## src/sv/dtrp_pkg.sv

```systemverilog
`timescale 1ns / 1ps
// Package for the delimited trip record parser: character codes, field and
// register indexes, word kinds, queue and result types, stamp weight table.
// No dependencies.
package dtrp_pkg;

    localparam int BYTE_W      = 8;
    localparam int DIGIT_W     = 4;
    localparam int KIND_W      = 4;
    localparam int OUT_W       = 24;
    localparam int STAMP_W     = 24;
    localparam int WEIGHT_W    = 20;
    localparam int STATION_W   = 24;
    localparam int BAL_W       = 21;
    localparam int FIELD_IDX_W = 3;
    localparam int POS_W       = 4;
    localparam int CFG_IDX_W   = 1;
    localparam int CFG_DATA_W  = 24;
    localparam int DEF_VALUE_W = 24;

    localparam int DATA_BITS = KIND_W + 6 * OUT_W + BAL_W;
    localparam int TDATA_W   = ((DATA_BITS + 7) / 8) * 8;
    localparam int PAD_W     = TDATA_W - DATA_BITS;
    localparam int TUSER_W   = 2;

    localparam logic [BYTE_W-1:0] CHAR_SEP  = 8'd59;
    localparam logic [BYTE_W-1:0] CHAR_NL   = 8'd10;
    localparam logic [BYTE_W-1:0] CHAR_ZERO = 8'd48;
    localparam logic [BYTE_W-1:0] CHAR_NINE = 8'd57;

    localparam logic [STATION_W-1:0] RESET_STATION = 24'd901;
    localparam logic [KIND_W-1:0]    RESET_KIND    = 4'd1;

    localparam logic [CFG_IDX_W-1:0] CFG_STATION = 1'b0;
    localparam logic [CFG_IDX_W-1:0] CFG_KIND    = 1'b1;

    localparam logic [FIELD_IDX_W-1:0] FLD_KIND          = 3'd0;
    localparam logic [FIELD_IDX_W-1:0] FLD_START_TIME    = 3'd1;
    localparam logic [FIELD_IDX_W-1:0] FLD_START_STATION = 3'd2;
    localparam logic [FIELD_IDX_W-1:0] FLD_START_EXTRA   = 3'd3;
    localparam logic [FIELD_IDX_W-1:0] FLD_END_TIME      = 3'd4;
    localparam logic [FIELD_IDX_W-1:0] FLD_END_STATION   = 3'd5;
    localparam logic [FIELD_IDX_W-1:0] FLD_END_EXTRA     = 3'd6;
    localparam logic [FIELD_IDX_W-1:0] FLD_DROP          = 3'd7;

    localparam logic [POS_W-1:0] POS_MAX = 4'd15;

    localparam logic signed [BAL_W-1:0] BAL_MAX = 21'sh0FFFFF;
    localparam logic signed [BAL_W-1:0] BAL_MIN = 21'sh100000;

    typedef enum logic [2:0] {
        K_OTHER,
        K_DIGIT,
        K_SEP,
        K_NL,
        K_EOI
    } t_kind;

    typedef struct packed {
        t_kind              kind;
        logic [DIGIT_W-1:0] digit;
    } t_item;

    typedef struct packed {
        logic [KIND_W-1:0]       record_kind;
        logic [OUT_W-1:0]        start_seconds;
        logic [OUT_W-1:0]        start_station;
        logic [OUT_W-1:0]        start_extra;
        logic [OUT_W-1:0]        end_seconds;
        logic [OUT_W-1:0]        end_station;
        logic [OUT_W-1:0]        end_extra;
        logic signed [BAL_W-1:0] net_count;
        logic                    departed;
        logic                    arrived;
    } t_result;

    function automatic logic [WEIGHT_W-1:0] stamp_weight(input logic [POS_W-1:0] pos);
        logic [WEIGHT_W-1:0] w;
        case (pos)
            4'd6:    w = 20'd864000;
            4'd7:    w = 20'd86400;
            4'd8:    w = 20'd36000;
            4'd9:    w = 20'd3600;
            4'd10:   w = 20'd600;
            4'd11:   w = 20'd60;
            4'd12:   w = 20'd10;
            4'd13:   w = 20'd1;
            default: w = '0;
        endcase
        return w;
    endfunction

endpackage

```

## src/sv/dtrp_front.sv

```systemverilog
`timescale 1ns / 1ps
// Front end: classifies each incoming byte and pushes useful words to the queue.
// Depends on dtrp_pkg.
module dtrp_front (
    input  logic                        i_valid,
    output logic                        o_ready,
    input  logic [dtrp_pkg::BYTE_W-1:0] i_byte,
    input  logic                        i_last,
    input  logic                        i_full,
    output logic                        o_push,
    output dtrp_pkg::t_item             o_item
);
    import dtrp_pkg::*;

    t_kind w_kind;

    always_comb begin
        if (i_last) begin
            w_kind = K_EOI;
        end else if (i_byte == CHAR_SEP) begin
            w_kind = K_SEP;
        end else if (i_byte == CHAR_NL) begin
            w_kind = K_NL;
        end else if (i_byte >= CHAR_ZERO && i_byte <= CHAR_NINE) begin
            w_kind = K_DIGIT;
        end else begin
            w_kind = K_OTHER;
        end
    end

    // drop bytes that change nothing
    assign o_ready      = !i_full;
    assign o_push       = i_valid && !i_full && (w_kind != K_OTHER);
    assign o_item.kind  = w_kind;
    assign o_item.digit = DIGIT_W'(i_byte - CHAR_ZERO);

endmodule

```

## src/sv/dtrp_queue.sv

```systemverilog
`timescale 1ns / 1ps
// Two-entry queue of classified words between front and back end.
// Depends on dtrp_pkg.
module dtrp_queue (
    input  logic            i_clk,
    input  logic            i_rst_n,
    input  logic            i_push,
    input  dtrp_pkg::t_item i_item,
    output logic            o_full,
    output logic            o_valid,
    output dtrp_pkg::t_item o_item,
    input  logic            i_pop
);
    import dtrp_pkg::*;

    localparam int DEPTH = 2;
    localparam int PTR_W = $clog2(DEPTH);
    localparam int CNT_W = $clog2(DEPTH + 1);

    t_item              r_mem [DEPTH];
    logic [PTR_W-1:0]   r_wr_ptr;
    logic [PTR_W-1:0]   r_rd_ptr;
    logic [CNT_W-1:0]   r_count;
    logic               w_do_pop;

    assign o_full   = (r_count == CNT_W'(DEPTH));
    assign o_valid  = (r_count != '0);
    assign o_item   = r_mem[r_rd_ptr];
    assign w_do_pop = i_pop && o_valid;

    always_ff @(posedge i_clk) begin
        if (i_push) begin
            r_mem[r_wr_ptr] <= i_item;
        end
    end

    always_ff @(posedge i_clk) begin
        if (!i_rst_n) begin
            r_wr_ptr <= '0;
            r_rd_ptr <= '0;
            r_count  <= '0;
        end else begin
            if (i_push) begin
                r_wr_ptr <= r_wr_ptr + 1'b1;
            end
            if (w_do_pop) begin
                r_rd_ptr <= r_rd_ptr + 1'b1;
            end
            case ({i_push, w_do_pop})
                2'b10:   r_count <= r_count + 1'b1;
                2'b01:   r_count <= r_count - 1'b1;
                default: r_count <= r_count;
            endcase
        end
    end

endmodule

```

## src/sv/dtrp_back.sv

```systemverilog
`timescale 1ns / 1ps
// Back end: executes queued words, collects the record fields, keeps the
// station balance and holds one result word. Depends on dtrp_pkg.
module dtrp_back #(
    parameter int VALUE_WIDTH = dtrp_pkg::DEF_VALUE_W
) (
    input  logic                            i_clk,
    input  logic                            i_rst_n,
    input  logic                            i_cfg_valid,
    input  logic [dtrp_pkg::CFG_IDX_W-1:0]  i_cfg_index,
    input  logic [dtrp_pkg::CFG_DATA_W-1:0] i_cfg_data,
    input  logic                            i_valid,
    input  dtrp_pkg::t_item                 i_item,
    output logic                            o_pop,
    output logic                            o_valid,
    input  logic                            i_ready,
    output dtrp_pkg::t_result               o_result
);
    import dtrp_pkg::*;

    localparam int VW    = VALUE_WIDTH;
    localparam int CMP_W = (VW > STATION_W) ? VW : STATION_W;

    logic [STATION_W-1:0]    r_station;
    logic [KIND_W-1:0]       r_match_kind;
    logic                    r_header_done, n_header_done;
    logic [FIELD_IDX_W-1:0]  r_field_idx, n_field_idx;
    logic [POS_W-1:0]        r_pos, n_pos;
    logic [KIND_W-1:0]       r_kind, n_kind;
    logic [STAMP_W-1:0]      r_start_sec, n_start_sec;
    logic [STAMP_W-1:0]      r_end_sec, n_end_sec;
    logic [VW-1:0]           r_start_stn, n_start_stn;
    logic [VW-1:0]           r_start_ext, n_start_ext;
    logic [VW-1:0]           r_end_stn, n_end_stn;
    logic [VW-1:0]           r_end_ext, n_end_ext;
    logic signed [BAL_W-1:0] r_balance, n_balance;
    logic                    r_out_valid, n_out_valid;
    t_result                 r_out, n_out;

    logic                    w_slot_free;
    logic [VW-1:0]           w_sel_val;
    logic [VW+3:0]           w_dec;
    logic [VW-1:0]           w_sat;
    logic [STAMP_W-1:0]      w_prod;
    logic [STAMP_W-1:0]      w_sel_sec;
    logic [STAMP_W-1:0]      w_sum_sec;
    logic                    w_kind_ok;
    logic                    w_dep;
    logic                    w_arr;
    logic signed [BAL_W-1:0] w_bal_up;

    assign w_slot_free = !r_out_valid || i_ready;
    assign o_pop       = i_valid && (i_item.kind != K_NL || !r_header_done || w_slot_free);
    assign o_valid     = r_out_valid;
    assign o_result    = r_out;

    always_comb begin
        case (r_field_idx)
            FLD_START_STATION: w_sel_val = r_start_stn;
            FLD_START_EXTRA:   w_sel_val = r_start_ext;
            FLD_END_STATION:   w_sel_val = r_end_stn;
            default:           w_sel_val = r_end_ext;
        endcase
    end

    assign w_dec = ({4'b0, w_sel_val} << 3) + ({4'b0, w_sel_val} << 1)
                 + (VW+4)'(i_item.digit);
    assign w_sat = (|w_dec[VW+3:VW]) ? '1 : w_dec[VW-1:0];

    assign w_prod    = {{(STAMP_W-DIGIT_W){1'b0}}, i_item.digit}
                     * {{(STAMP_W-WEIGHT_W){1'b0}}, stamp_weight(r_pos)};
    assign w_sel_sec = (r_field_idx == FLD_START_TIME) ? r_start_sec : r_end_sec;
    assign w_sum_sec = w_sel_sec + w_prod;

    assign w_kind_ok = (r_kind == r_match_kind);
    assign w_dep = w_kind_ok && (CMP_W'(r_start_stn) == CMP_W'(r_station));
    assign w_arr = w_kind_ok && (CMP_W'(r_end_stn) == CMP_W'(r_station));
    assign w_bal_up = (w_dep && r_balance != BAL_MAX) ? r_balance + 1'b1 : r_balance;

    always_comb begin
        n_header_done = r_header_done;
        n_field_idx   = r_field_idx;
        n_pos         = r_pos;
        n_kind        = r_kind;
        n_start_sec   = r_start_sec;
        n_end_sec     = r_end_sec;
        n_start_stn   = r_start_stn;
        n_start_ext   = r_start_ext;
        n_end_stn     = r_end_stn;
        n_end_ext     = r_end_ext;
        n_balance     = r_balance;
        n_out_valid   = r_out_valid && !i_ready;
        n_out         = r_out;

        if (o_pop) begin
            unique case (i_item.kind)
                K_EOI: begin
                    n_header_done = 1'b0;
                    n_field_idx   = '0;
                    n_pos         = '0;
                    n_kind        = '0;
                    n_start_sec   = '0;
                    n_end_sec     = '0;
                    n_start_stn   = '0;
                    n_start_ext   = '0;
                    n_end_stn     = '0;
                    n_end_ext     = '0;
                end
                K_NL: begin
                    if (!r_header_done) begin
                        n_header_done = 1'b1;
                    end else begin
                        n_balance = (w_arr && w_bal_up != BAL_MIN)
                                  ? w_bal_up - 1'b1 : w_bal_up;
                        n_out_valid           = 1'b1;
                        n_out.record_kind     = r_kind;
                        n_out.start_seconds   = OUT_W'(r_start_sec);
                        n_out.start_station   = OUT_W'(r_start_stn);
                        n_out.start_extra     = OUT_W'(r_start_ext);
                        n_out.end_seconds     = OUT_W'(r_end_sec);
                        n_out.end_station     = OUT_W'(r_end_stn);
                        n_out.end_extra       = OUT_W'(r_end_ext);
                        n_out.net_count       = n_balance;
                        n_out.departed        = w_dep;
                        n_out.arrived         = w_arr;
                        n_field_idx = '0;
                        n_pos       = '0;
                        n_kind      = '0;
                        n_start_sec = '0;
                        n_end_sec   = '0;
                        n_start_stn = '0;
                        n_start_ext = '0;
                        n_end_stn   = '0;
                        n_end_ext   = '0;
                    end
                end
                K_SEP: begin
                    if (r_header_done) begin
                        if (r_field_idx != FLD_DROP) begin
                            n_field_idx = r_field_idx + 1'b1;
                        end
                        n_pos = '0;
                    end
                end
                K_DIGIT: begin
                    if (r_header_done) begin
                        if (r_pos != POS_MAX) begin
                            n_pos = r_pos + 1'b1;
                        end
                        unique case (r_field_idx)
                            FLD_KIND:          n_kind      = i_item.digit;
                            FLD_START_TIME:    n_start_sec = w_sum_sec;
                            FLD_END_TIME:      n_end_sec   = w_sum_sec;
                            FLD_START_STATION: n_start_stn = w_sat;
                            FLD_START_EXTRA:   n_start_ext = w_sat;
                            FLD_END_STATION:   n_end_stn   = w_sat;
                            FLD_END_EXTRA:     n_end_ext   = w_sat;
                            default: ;
                        endcase
                    end
                end
                default: ;
            endcase
        end
    end

    always_ff @(posedge i_clk) begin
        if (!i_rst_n) begin
            r_station     <= RESET_STATION;
            r_match_kind  <= RESET_KIND;
            r_header_done <= 1'b0;
            r_field_idx   <= '0;
            r_pos         <= '0;
            r_kind        <= '0;
            r_start_sec   <= '0;
            r_end_sec     <= '0;
            r_start_stn   <= '0;
            r_start_ext   <= '0;
            r_end_stn     <= '0;
            r_end_ext     <= '0;
            r_balance     <= '0;
            r_out_valid   <= 1'b0;
        end else begin
            if (i_cfg_valid) begin
                unique case (i_cfg_index)
                    CFG_STATION: r_station    <= i_cfg_data;
                    CFG_KIND:    r_match_kind <= i_cfg_data[KIND_W-1:0];
                    default: ;
                endcase
            end
            r_header_done <= n_header_done;
            r_field_idx   <= n_field_idx;
            r_pos         <= n_pos;
            r_kind        <= n_kind;
            r_start_sec   <= n_start_sec;
            r_end_sec     <= n_end_sec;
            r_start_stn   <= n_start_stn;
            r_start_ext   <= n_start_ext;
            r_end_stn     <= n_end_stn;
            r_end_ext     <= n_end_ext;
            r_balance     <= n_balance;
            r_out_valid   <= n_out_valid;
        end
    end

    always_ff @(posedge i_clk) begin
        r_out <= n_out;
    end

endmodule

```

## src/sv/delimited_trip_record_parser_top.sv

```systemverilog
`timescale 1ns / 1ps
// Top level of the delimited trip record parser: front end, word queue, back end.
// Depends on dtrp_pkg, dtrp_front, dtrp_queue, dtrp_back.
//
// Takes one character per cycle on the slave stream; tlast marks end of stream,
// which drops any partial line and skips the next line as a header again. Each
// newline after the header gives one record word on the master stream, registered
// as the newline leaves the two-word queue. Input is stalled only when
// a record word is still held unread in the output register and the queue has
// filled behind it. Configuration writes are always accepted; write them only
// while the stream is idle. The station balance survives end of stream.
module delimited_trip_record_parser_top #(
    parameter int VALUE_WIDTH = dtrp_pkg::DEF_VALUE_W
) (
    input  logic                            i_clk,
    input  logic                            i_rst_n,
    input  logic                            i_cfg_valid,
    output logic                            o_cfg_ready,
    input  logic [dtrp_pkg::CFG_IDX_W-1:0]  i_cfg_index,
    input  logic [dtrp_pkg::CFG_DATA_W-1:0] i_cfg_data,
    input  logic                            s_axis_tvalid,
    output logic                            s_axis_tready,
    // byte_in
    input  logic [dtrp_pkg::BYTE_W-1:0]     s_axis_tdata,
    input  logic                            s_axis_tlast,
    output logic                            m_axis_tvalid,
    input  logic                            m_axis_tready,
    // record_kind, start_seconds, start_station, start_extra, end_seconds,
    // end_station, end_extra, net_count, zero pad
    output logic [dtrp_pkg::TDATA_W-1:0]    m_axis_tdata,
    // departed, arrived
    output logic [dtrp_pkg::TUSER_W-1:0]    m_axis_tuser
);
    import dtrp_pkg::*;

    logic    w_push;
    logic    w_full;
    logic    w_q_valid;
    logic    w_pop;
    t_item   w_in_item;
    t_item   w_q_item;
    t_result w_result;

    assign o_cfg_ready = 1'b1;

    dtrp_front u_front (
        .i_valid (s_axis_tvalid),
        .o_ready (s_axis_tready),
        .i_byte  (s_axis_tdata),
        .i_last  (s_axis_tlast),
        .i_full  (w_full),
        .o_push  (w_push),
        .o_item  (w_in_item)
    );

    dtrp_queue u_queue (
        .i_clk   (i_clk),
        .i_rst_n (i_rst_n),
        .i_push  (w_push),
        .i_item  (w_in_item),
        .o_full  (w_full),
        .o_valid (w_q_valid),
        .o_item  (w_q_item),
        .i_pop   (w_pop)
    );

    dtrp_back #(
        .VALUE_WIDTH (VALUE_WIDTH)
    ) u_back (
        .i_clk       (i_clk),
        .i_rst_n     (i_rst_n),
        .i_cfg_valid (i_cfg_valid),
        .i_cfg_index (i_cfg_index),
        .i_cfg_data  (i_cfg_data),
        .i_valid     (w_q_valid),
        .i_item      (w_q_item),
        .o_pop       (w_pop),
        .o_valid     (m_axis_tvalid),
        .i_ready     (m_axis_tready),
        .o_result    (w_result)
    );

    assign m_axis_tdata = {{PAD_W{1'b0}},
                           w_result.net_count,
                           w_result.end_extra,
                           w_result.end_station,
                           w_result.end_seconds,
                           w_result.start_extra,
                           w_result.start_station,
                           w_result.start_seconds,
                           w_result.record_kind};
    assign m_axis_tuser = {w_result.arrived, w_result.departed};

endmodule

```

## config.mk

```make
export PLATFORM = sky130hd
export DESIGN_NAME = delimited_trip_record_parser_top
export DESIGN_NICKNAME = d
export VERILOG_FILES = /design/src/sv/dtrp_pkg.sv /design/src/sv/dtrp_front.sv /design/src/sv/dtrp_queue.sv /design/src/sv/dtrp_back.sv /design/src/sv/delimited_trip_record_parser_top.sv
export SDC_FILE = /design/constraint.sdc
export NUM_CORES = 1
export LEC_CHECK = 0
export BUFFER_PORTS_ARGS = -buffer_cell sky130_fd_sc_hd__buf_2
export CORE_UTILIZATION = 50
export CTS_CLUSTER_DIAMETER = 150
export DETAILED_ROUTE_END_ITERATION = 8
export PLACE_DENSITY = 0.73
export REMOVE_ABC_BUFFERS = 1
export SETUP_SLACK_MARGIN = 0.1
export SYNTH_ARGS = -nofsm -noshare
export SYNTH_HDL_FRONTEND = slang
export SYNTH_HIERARCHICAL = 1
export SYNTH_SLANG_ARGS = --single-unit
```

## constraint.sdc

```tcl
create_clock -name i_clk -period 10.55 [get_ports i_clk]
set_clock_uncertainty 0.05 [all_clocks]
set_input_delay 1.055 -clock i_clk [delete_from_list [all_inputs] [get_ports i_clk]]
set_output_delay 1.055 -clock i_clk [all_outputs]
set_load 0.03 [all_outputs]
```

After elaboration in Yosys (flattened, before gate mapping):

Memory sizes are Yosys's and may differ from the RTL's. A register that Yosys moved wholly into a read port is not among the register bits.
Cells that the tools add are included.

* bits in registers: 381
* latch bits: 0
* bits in writable memories: 14
* bits in read-only memories: 304
* input bits: 39
* output and inout port bits: 181
* logic and storage cells: 171
* memories: 2

Memory list
* (no name shown): words 16, bits a word 19, read ports 1, clocked after Yosys merged registers in 1, write ports 0, line dtrp_pkg.sv:79 `case (pos)`
* u_queue.r_mem: words 2, bits a word 7, read ports 1, clocked after Yosys merged registers in 1, write ports 1, line dtrp_queue.sv:20 `t_item r_mem [DEPTH];`

* add/subtract/negate cells: 12
* multipliers: 1
* divide/modulo/power cells: 0
* $lt $le $gt $ge: 2
* equal/unequal tests: 36
* shifts and indexed selects: 0
* mux-type cells: 50
* bitwise logic cells: 1
* reductions and logical operators: 40

Operator list (number)
* $pmux 24 s3: 7
* $mux 24: 15
* $eq 24x24->1: 2
* $reduce_and 5->1: 9
* $mux 21: 2
* $ne 21x21->1 const B: 2
* $add 27x25->28: 1
* $add 28x4->28: 1
* $mux 4: 7
* $add 24x24->24: 1
* $mul 4x20->24: 1
* $pmux 4 s3: 2
* $add 21x1->21 const B: 1
* $sub 21x1->21 const B: 1
* $mux 3: 6
* $ne 2x1->1 const B: 8
* $eq 3x2->1 const B: 4
* $eq 3x3->1 const B: 4
* $reduce_bool 3->1: 4
* $logic_and 1x1->1: 10
* $ne 2x2->1 const B: 5
* $pmux 3 s3: 1
* $eq 8x4->1 const B: 1
* $eq 8x6->1 const B: 1
* 27 further kinds: 46

Depth between registers and ports, before layout:

Gate-level depths: netlist of run 1.

* depth after elaboration: 10
* depth in mapped cells: 24
* gate-level depth less buffers: 21

Cells and area by module:

Netlist of run 1, hierarchy kept.

Modules (own cells, without submodules)
* dtrp_back: times used 1, cells an instance 2023, area an instance 20090.5 um^2, sequential area each 9539.1 um^2
* dtrp_queue: times used 1, cells an instance 45, area an instance 729.4 um^2, sequential area each 520.5 um^2
* dtrp_front: times used 1, cells an instance 20, area an instance 130.1 um^2, sequential area each 0.0 um^2
* delimited_trip_record_parser_top: times used 1, cells an instance 10, area an instance 67.6 um^2, sequential area each 0.0 um^2

Worst setup path before layout of run 1:

Ideal clock, no wire load.

* path kind: reg-to-reg
* from: reg with a tool-made name
* to: reg u_back.r_balance[15]
* setup time: 82 ps
* data arrival time: 7486 ps
* data required time: 10418 ps
* path slack: 2933 ps
* stages on the path, launching flop included: 13
* buffers on the path: 4
* period minus slack after synthesis: 7617 ps
* cell sequence: dfxtp_1 > clkbuf_1 > mux2_2 > clkbuf_1 > and3_1 > nand2_1 > o21ai_1 > inv_1 > nand3_1 > inv_1 > clkbuf_1 > clkbuf_1 > a31o_2

RTL lines
* to (signal assigned): line dtrp_back.sv:201 `r_balance <= n_balance;`
* to (decl): line dtrp_back.sv:36 `logic signed [BAL_W-1:0] r_balance, n_balance;`

Worst setup path in the final report of run 1:

* from: reg u_back.r_field_idx[0]
* to: reg u_back.r_start_stn[15]

* word-level cells in the longest chain between the ends: 9
* elaborated cells on any way between the ends: 13
* those cells by class: 2 x add/sub; 4 x eq/ne; 5 x mux; 2 x reduce/logical

Ends and longest elaborated chain
* from (decl): line dtrp_back.sv:27 `logic [FIELD_IDX_W-1:0] r_field_idx, n_field_idx;`
* from (signal assigned): line dtrp_back.sv:192 `r_field_idx <= n_field_idx;`
* $eq 3x3->1 (tied with other cells): line dtrp_back.sv:58 `case (r_field_idx)`
* $pmux 24 s3: line dtrp_back.sv:58
* $add 27x25->28: line dtrp_back.sv:66 `assign w_dec = ({4'b0, w_sel_val} << 3) + ({4'b0, w_sel_val} << 1)`
* $add 28x4->28: line dtrp_back.sv:67 `+ (VW+4)'(i_item.digit);`
* $reduce_or 4->1: line dtrp_back.sv:68 `assign w_sat = (|w_dec[VW+3:VW]) ? '1 : w_dec[VW-1:0];`
* $mux 24: line dtrp_back.sv:68
* $mux 24: line dtrp_back.sv:150 `unique case (r_field_idx)`
* $mux 24: line dtrp_back.sv:146 `if (r_header_done) begin`
* $pmux 24 s3: line dtrp_back.sv:96 `unique case (i_item.kind)`
* to (signal assigned): line dtrp_back.sv:197 `r_start_stn <= n_start_stn;`
* to (decl): line dtrp_back.sv:32 `logic [VW-1:0] r_start_stn, n_start_stn;`

Parallel ways exist; a longest one is shown, timed or not. The select of a mux whose other input is x is not followed.
A chain may end at the register's enable or synchronous reset.

==> metrics.md, run 1 <==
| Metric | Value |
|---|---|
| Synth top area cells | edfxtp_1 26%, dfxtp_1 21%, ha_1 5.8% |
| Cell variety after synth | 82 |
| Cells after Synth | 2,098 |
| Tot Pwr | 3.74 mW |
| Power Density | about 160 mW/mm² |
| CP startpoint | u_back/r_field_idx[0] |
| Initial Util | 0.511 |
| CP arrival | 6830 ps |
| Avg Inst Size Synth | 10.0 µm² |
| Worst Path Required | 10,980 ps |
| Yosys warning count | 6 |
| Hold wc startpoint | u_back/r_start_sec[12] |
| Simple-gate portion of the synthesized area | 0.142 |
| Cell Area, Synth | 0.0210 mm² |
| Worst path cell trace | inv_1 -> ha_1 -> nor2_1 -> o21ai_4 -> buf_4 -> nor2_1 -> a21oi_1 -> fa_1 -> inv_1 -> fa_1 -> nor2b_1 -> o21a_1 -> o21ai_0 -> a211oi_1 -> o31a_1 -> o31a_1 -> or4b_2 -> and4_1 -> nand2_1 -> o21ai_0 -> o21ai_0 |
| PortBufs | around 210 |
| Die width | between 200 and 250 µm |
| Post-synth EDFFs | 185 |
| # IOs | 220 |
| Delay of the slowest critical-path stage | 660 ps |
| Transition time of the tightest slew-check pin | 1170 ps |
| RSZ-0062 raised after global routing | no |
| Sequential area share after synthesis | 0.479 |
| Via/cell ratio | 5.83 |
| Die height | 207 µm |
| Slew HR | 0.214 |
| Initial antenna violation count | 1 |
| DRT Wirelength | between 50 and 60 mm |
| Crit-path slowest cell | nand2_1 |
| Status | finished with violations |
| Router iterations before antenna repair | 9 |
| H-tree depth | 2 |
| Post-synthesis adder-cell area fraction | 0.110 |
| Vias | 16.4k |
| Grt ovf | 0 |
| Hpwl dp | ~40 mm |
| Postcts setup bufs | 0 |
| Reg2Reg Launch Point | u_back/r_field_idx[0] |
| Final hold viol count | 0 |
| # fillers | roughly 3.5k |
| Clock slew at the register clock pins of the worst setup and hold paths | 60 ps |
| Worst hold path class | reg -> reg |
| Largest net degree at the start of global routing | 121 |
| Root Buffer | clkbuf_16 |
| Critical path launch point type | flip-flop |
| Final ANT Viol Nets | 0 |
| Synthesized-area fraction occupied by xor and xnor cells | 0.0571 |
| # DRC | 20 |
| Critical path endpoint category | flip-flop |
| Flops & latches, synth | 410 |
| Peak VDD IR | 103 µV |
| Max-slew violations | 0 |
| DR WL/cell | 19.7 µm |
| Min cycle time layout | 6400 ps |
| Final setup violating endpoints | 0 |
| Die area | 0.0429 mm² |
| Number of global-route vias before repair | 15.8k |
| Crit path top cell by count | o21ai_0 |
| Share of cells above drive strength 1 | 0.155 |
| Critical path peak fanout | 28 |
| Rows | 74 |
| Fmax | 156 MHz |
| Max_cap viols | 0 |
| Period utilization | 0.607 |
| Synth Area in Compound Gates | 0.143 |
| Most frequent cell after synthesis | dfxtp_1 |
| Worst-Skew Late Latency | 570 ps |
| Leakage | slightly below 10 nW |
| CTS max path bufs | 3 |
| CTS tree | built |
| Number of buffers created by CTS | 42 |
| Synth area leader | edfxtp_1 |
| Layout net count | 2,444 |
| Synth async-reset ratio | 0 |
| Total Routing Usage GR | 0.257 |
| Cts repair resizes | 0 |
| Multiplexer area fraction after synthesis | 0.0213 |
| Setup TNS | 0 ps |
| Post-CTS Hold Buffers | 0 |
| Synth top area share | 0.264 |
| Largest family of logic cells by synthesized area | compound AO/OA/AOI/OAI gates |
| Most frequent cells after synthesis | 225 x dfxtp_1, 205 x nand2_1, 185 x edfxtp_1 |
| CTS Sinks | 410 |
| DR iter-0 viols | 1,268 |
| First-pass GRT wire length | 87.1 mm |
| Failing checks | DRC |
| Core Box Area | 0.0411 mm² |
| Layout area overhead | 14.1% |
| GP Congestion | 0.936 |
| Main synth FF type | dfxtp_1 |
| Worst setup path category | reg -> reg |
## logic make-up (layout without fill, tap and decap cells)
family,count (synthesis),after routing
adder cells (fa/ha/maj),152,152
buffers and inverters,251,434
other,2,9
AND/OR/NAND/NOR,611,611
flip-flops,410,410
XOR/XNOR,137,137
AO/OA/AOI/OAI,492,492
multiplexers,43,43
## report_power, final
part | internal, mW | switching (mW) | total (mW)
combinational | 0.104 | 0.280 | 0.384
clock | 0.991 | 0.618 | 1.61
sequential | 1.70 | 0.0494 | 1.75
## stage by stage
step                setup slack, ps   util  area [µm²]  hold WS, ps  instances
finish                         4150  0.583       24000          407       2820
detailed placement             4330  0.546       22400          391       2741
global placement               4570  0.546       22400          392       2741
global route                   3740  0.583       24000          420       2819
floorplan                      3210      -       20500          374       1977
CTS                            4280  0.583       24000          406       2819
## worst paths after layout
kind / endpoint / slack, ps / cells past startpoint
worst min register to register: u_back/o_result[155] / 410 / 0
worst max-delay path: u_back/r_start_stn[15] / 4150 / 21
worst max register to register: u_back/r_start_stn[15] / 4150 / 21
worst min-delay path: u_back/o_result[155] / 410 / 0
## worst max-delay path: cells and delay by family (launching register included)
kind | cells | cell delay (ps)
buffers and inverters | 3 | 580
and+or+nand+nor | 6 | 1730
AOI/OAI and AO/OA | 9 | 2650
adders and majority gates | 3 | 930
DFF | 1 | 350
## layout by cell type (no fill, tap or decap), types with 58 or more instances in the layout
cell,n
ha_1,97
nand2_1,205
a21oi_1,160
xnor2_1,79
buf_2,211
nor2_1,113
edfxtp_1,185
inv_1,122
xor2_1,58
o21ai_0,134
nand3_1,79
dfxtp_1,225
## registers in the layout, summed over array words and instances, names as in the netlist, 14 cells and up, named ones only
| register | cells |
|---|---|
| u_back/r_start_stn | 24 |
| u_back/r_end_ext | 24 |
| u_back/r_balance | 21 |
| u_back/r_end_sec | 24 |
| u_back/r_start_sec | 24 |
| u_back/o_result | 171 |
| u_back/r_station | 24 |
| u_back/r_start_ext | 24 |
| u_queue/r_mem | 14 |
| u_back/r_end_stn | 24 |
## metal layers
| layer | global-route usage | up-vias | share of wire |
|---|---|---|---|
| li1 | - | 7742 | - |
| met3 | 0.0553 | 132 | 0.079 |
| met5 | 0 | - | 0 |
| met2 | 0.424 | 688 | 0.47 |
| met4 | 0.0983 | 0 | 0.034 |
| met1 | 0.331 | 7877 | 0.42 |
## cell type report
cell class                      count  area [µm²]  area share
Sequential cell                   410       10100       0.420
Multi-Input combinational cell   1443       10000       0.419
Clock buffer                       61        1280      0.0533
Timing Repair Buffer              232        1210      0.0506
Tap cell                          532         666      0.0278
Inverter                          124         470      0.0196
Clock inverter                     17         246      0.0103
Antenna cell                        1        2.50    0.000104
Note: power is estimated with default switching activity, not from simulation.
==> inputs of run 2 (changes only) <==
- clock period: 10.55 -> 6 ns (I/O delays scaled with it)
==> run 2 against run 1 <==
Against the previous run:
- the run still ends with DRC left
- first-iteration DRC count grew 30%
- highest routed layer unchanged
- die area unchanged
- critical path type unchanged
- register-to-register slack got worse by 3800 ps
- sequential power increased by 75%
==> metrics.md, run 2 (synthesis gave the netlist of run 1 again) <==
| Metric | Value |
|---|---|
| Status | finished with violations |
| Failing checks | DRC |
| Transition time of the tightest slew-check pin | 1350 ps |
| CP Buf/Inv Count | 4 |
| Grt ovf | 0 |
| Via/cell ratio | 5.78 |
| PnR worst setup slack | 367 ps |
| Clock slew at the register clock pins of the worst setup and hold paths | 70 ps |
| Min cycle time layout | 5630 ps |
| Rows | 74 |
| Final hold viol count | 0 |
| Reg2Reg Launch Point | u_back/r_field_idx[0] |
| Die width | 207 µm |
| DRT Wirelength | 55.6 mm |
| DR WL/cell | 19.6 µm |
| Max FFs per register | 171 |
| CTS max path bufs | 3 |
| Layout net count | 2,459 |
| Root Buffer | clkbuf_16 |
| Slew HR | 0.0922 |
| Crit-path slowest cell | or4b_2 |
| Max-slew violations | 0 |
| Most frequent cells in the layout | 223 x dfxtp_1, 211 x buf_2, 205 x nand2_1 |
| GP Congestion | 0.917 |
| RSZ-0062 raised after global routing | no |
| # DRC | 9 |
| DR iter-0 viols | 1,648 |
| N_diodes | 0 |
| Worst path cell trace | inv_1 -> ha_1 -> nor2b_1 -> buf_4 -> a222oi_1 -> a21oi_1 -> ha_1 -> ha_1 -> inv_1 -> fa_1 -> nor2b_1 -> o21a_1 -> o21ai_0 -> a211oi_1 -> o31a_1 -> o31a_1 -> or4b_2 -> and4_1 -> nand2_1 -> buf_4 -> o211ai_1 -> o21ai_0 |
| Critical path launch point type | flip-flop |
| Post-route insts no fill | 2,832 |
| Hold WS | 188 ps |
| Hold wc startpoint | i_cfg_data[8] |
| WHS Endpoint | u_back/r_station[8] |
| Leakage | 9.93 nW |
| Finished Core Util | 0.585 |
| Reg2reg end | u_back/r_end_stn[13] |
| Worst Path Required | 6450 ps |
| Die height | 207 µm |
| Worst setup path category | reg -> reg |
| Inst Count DP | 2,757 |
| Initial antenna violation count | 0 |
| Router iterations before antenna repair | 9 |
| CTS Sinks | just over 400 |
| Critical path endpoint category | flip-flop |
| Hold depth | 3 |
| Max_cap viols | 0 |
| Critical path peak fanout | 12 |
| Number of buffers created by CTS | 41 |
| Hpwl dp | 40.5 mm |
| Number of global-route vias before repair | ~16k |
| Final ANT Viol Nets | 0 |
| H-tree depth | 2 |
| # IOs | 220 |
| Peak VDD IR | around 170 µV |
| Setup TNS | 0 ps |
| Post-CTS Hold Buffers | 0 |
| Layout area overhead | 14.4% |
| Worst hold path class | in -> reg |
| CP arrival | 6080 ps |
| CTS tree | built |
| Fmax | 178 MHz |
| Vias | 16.4k |
| First-pass GRT wire length | a little under 90 mm |
| Final setup violating endpoints | 0 |
| PortBufs | about 210 |
| Share of cells above drive strength 1 | 0.160 |
| Worst-Skew Late Latency | 580 ps |
| Crit path top cell by count | ha_1 |
| Core Box Area | 0.0411 mm² |
| Depth of the most critical reg-to-reg path | 22 |
| Reg2reg setup slack | roughly 370 ps |
| Most common cell after layout, fill and taps aside | dfxtp_1 |
| Post-Place Setup Slack | 388 ps |
| Initial Util | 0.511 |
| Die area | between 0.04 and 0.05 mm² |
| Cell family with most CP delay | compound AO/OA/AOI/OAI gates |
| Delay of the slowest critical-path stage | 650 ps |
| Total Routing Usage GR | 0.258 |
| Power Density | 270 mW/mm² |
| Largest net degree at the start of global routing | 94 |
| Period utilization | 0.939 |
## run 2: area by class of cell
cell class / count / area (µm²)
multi-input combinational: 1443 / 10100
clock inverter: 18 / 272
sequential: 410 / 10100
tap: 532 / 666
timing repair buffer: 248 / 1350
fill: 3557 / 17100
inverter: 124 / 470
clock buffer: 57 / 1170
## run 2: through the flow
stage / total power [mW] / cell area, µm²
CTS: 6.51 / 24000
floorplan: 3.52 / 20500
global route: 6.69 / 24000
finish: 6.48 / 24000
global placement: 3.78 / 22600
detailed placement: 3.80 / 22600
## run 2: where the power goes
part | switching [mW] | internal [mW]
Combinational | 0.497 | 0.200
Sequential | 0.0842 | 2.98
Clock | 1.09 | 1.63
Total | 1.67 | 4.82
## run 2: per-layer routing
layer  part of all wire  routed length (µm)  vias up  GRT usage
met5                  0                   0        -          0
met4              0.028                1550        0     0.0803
met3              0.069                3830      107     0.0412
met2               0.47               26400      627      0.426
met1               0.43               23800     7879      0.349
li1                   -                   -     7770          -
## run 2: tightest hold or removal path: stages
cell and delay (ps):
buf_2 80, nand2_1 40, nand3_1 60
## run 2: worst max-delay path by stage
stage,cells past startpoint,start,slack [ps],endpoint
global route,21,u_back/r_field_idx[0],110,u_back/r_end_stn[11]
CTS,20,flip-flop,270,u_back/r_end_sec[22]
finish,22,u_back/r_field_idx[0],370,u_back/r_end_stn[13]
global placement,20,flip-flop,490,u_back/r_end_sec[22]
floorplan,17,u_back/r_field_idx[0],-1340,u_back/r_end_ext[3]
detailed placement,20,flip-flop,390,u_back/r_end_sec[22]
## run 2: what timing repair did
| item | 4_1_cts | 5_1_grt |
|---|---|---|
| setup buffers | 0 | 0 |
| setup endpoints to repair | 0 | 36 |
| hold endpoints to repair | 0 | 0 |
| gates resized for setup | 0 | 6 |
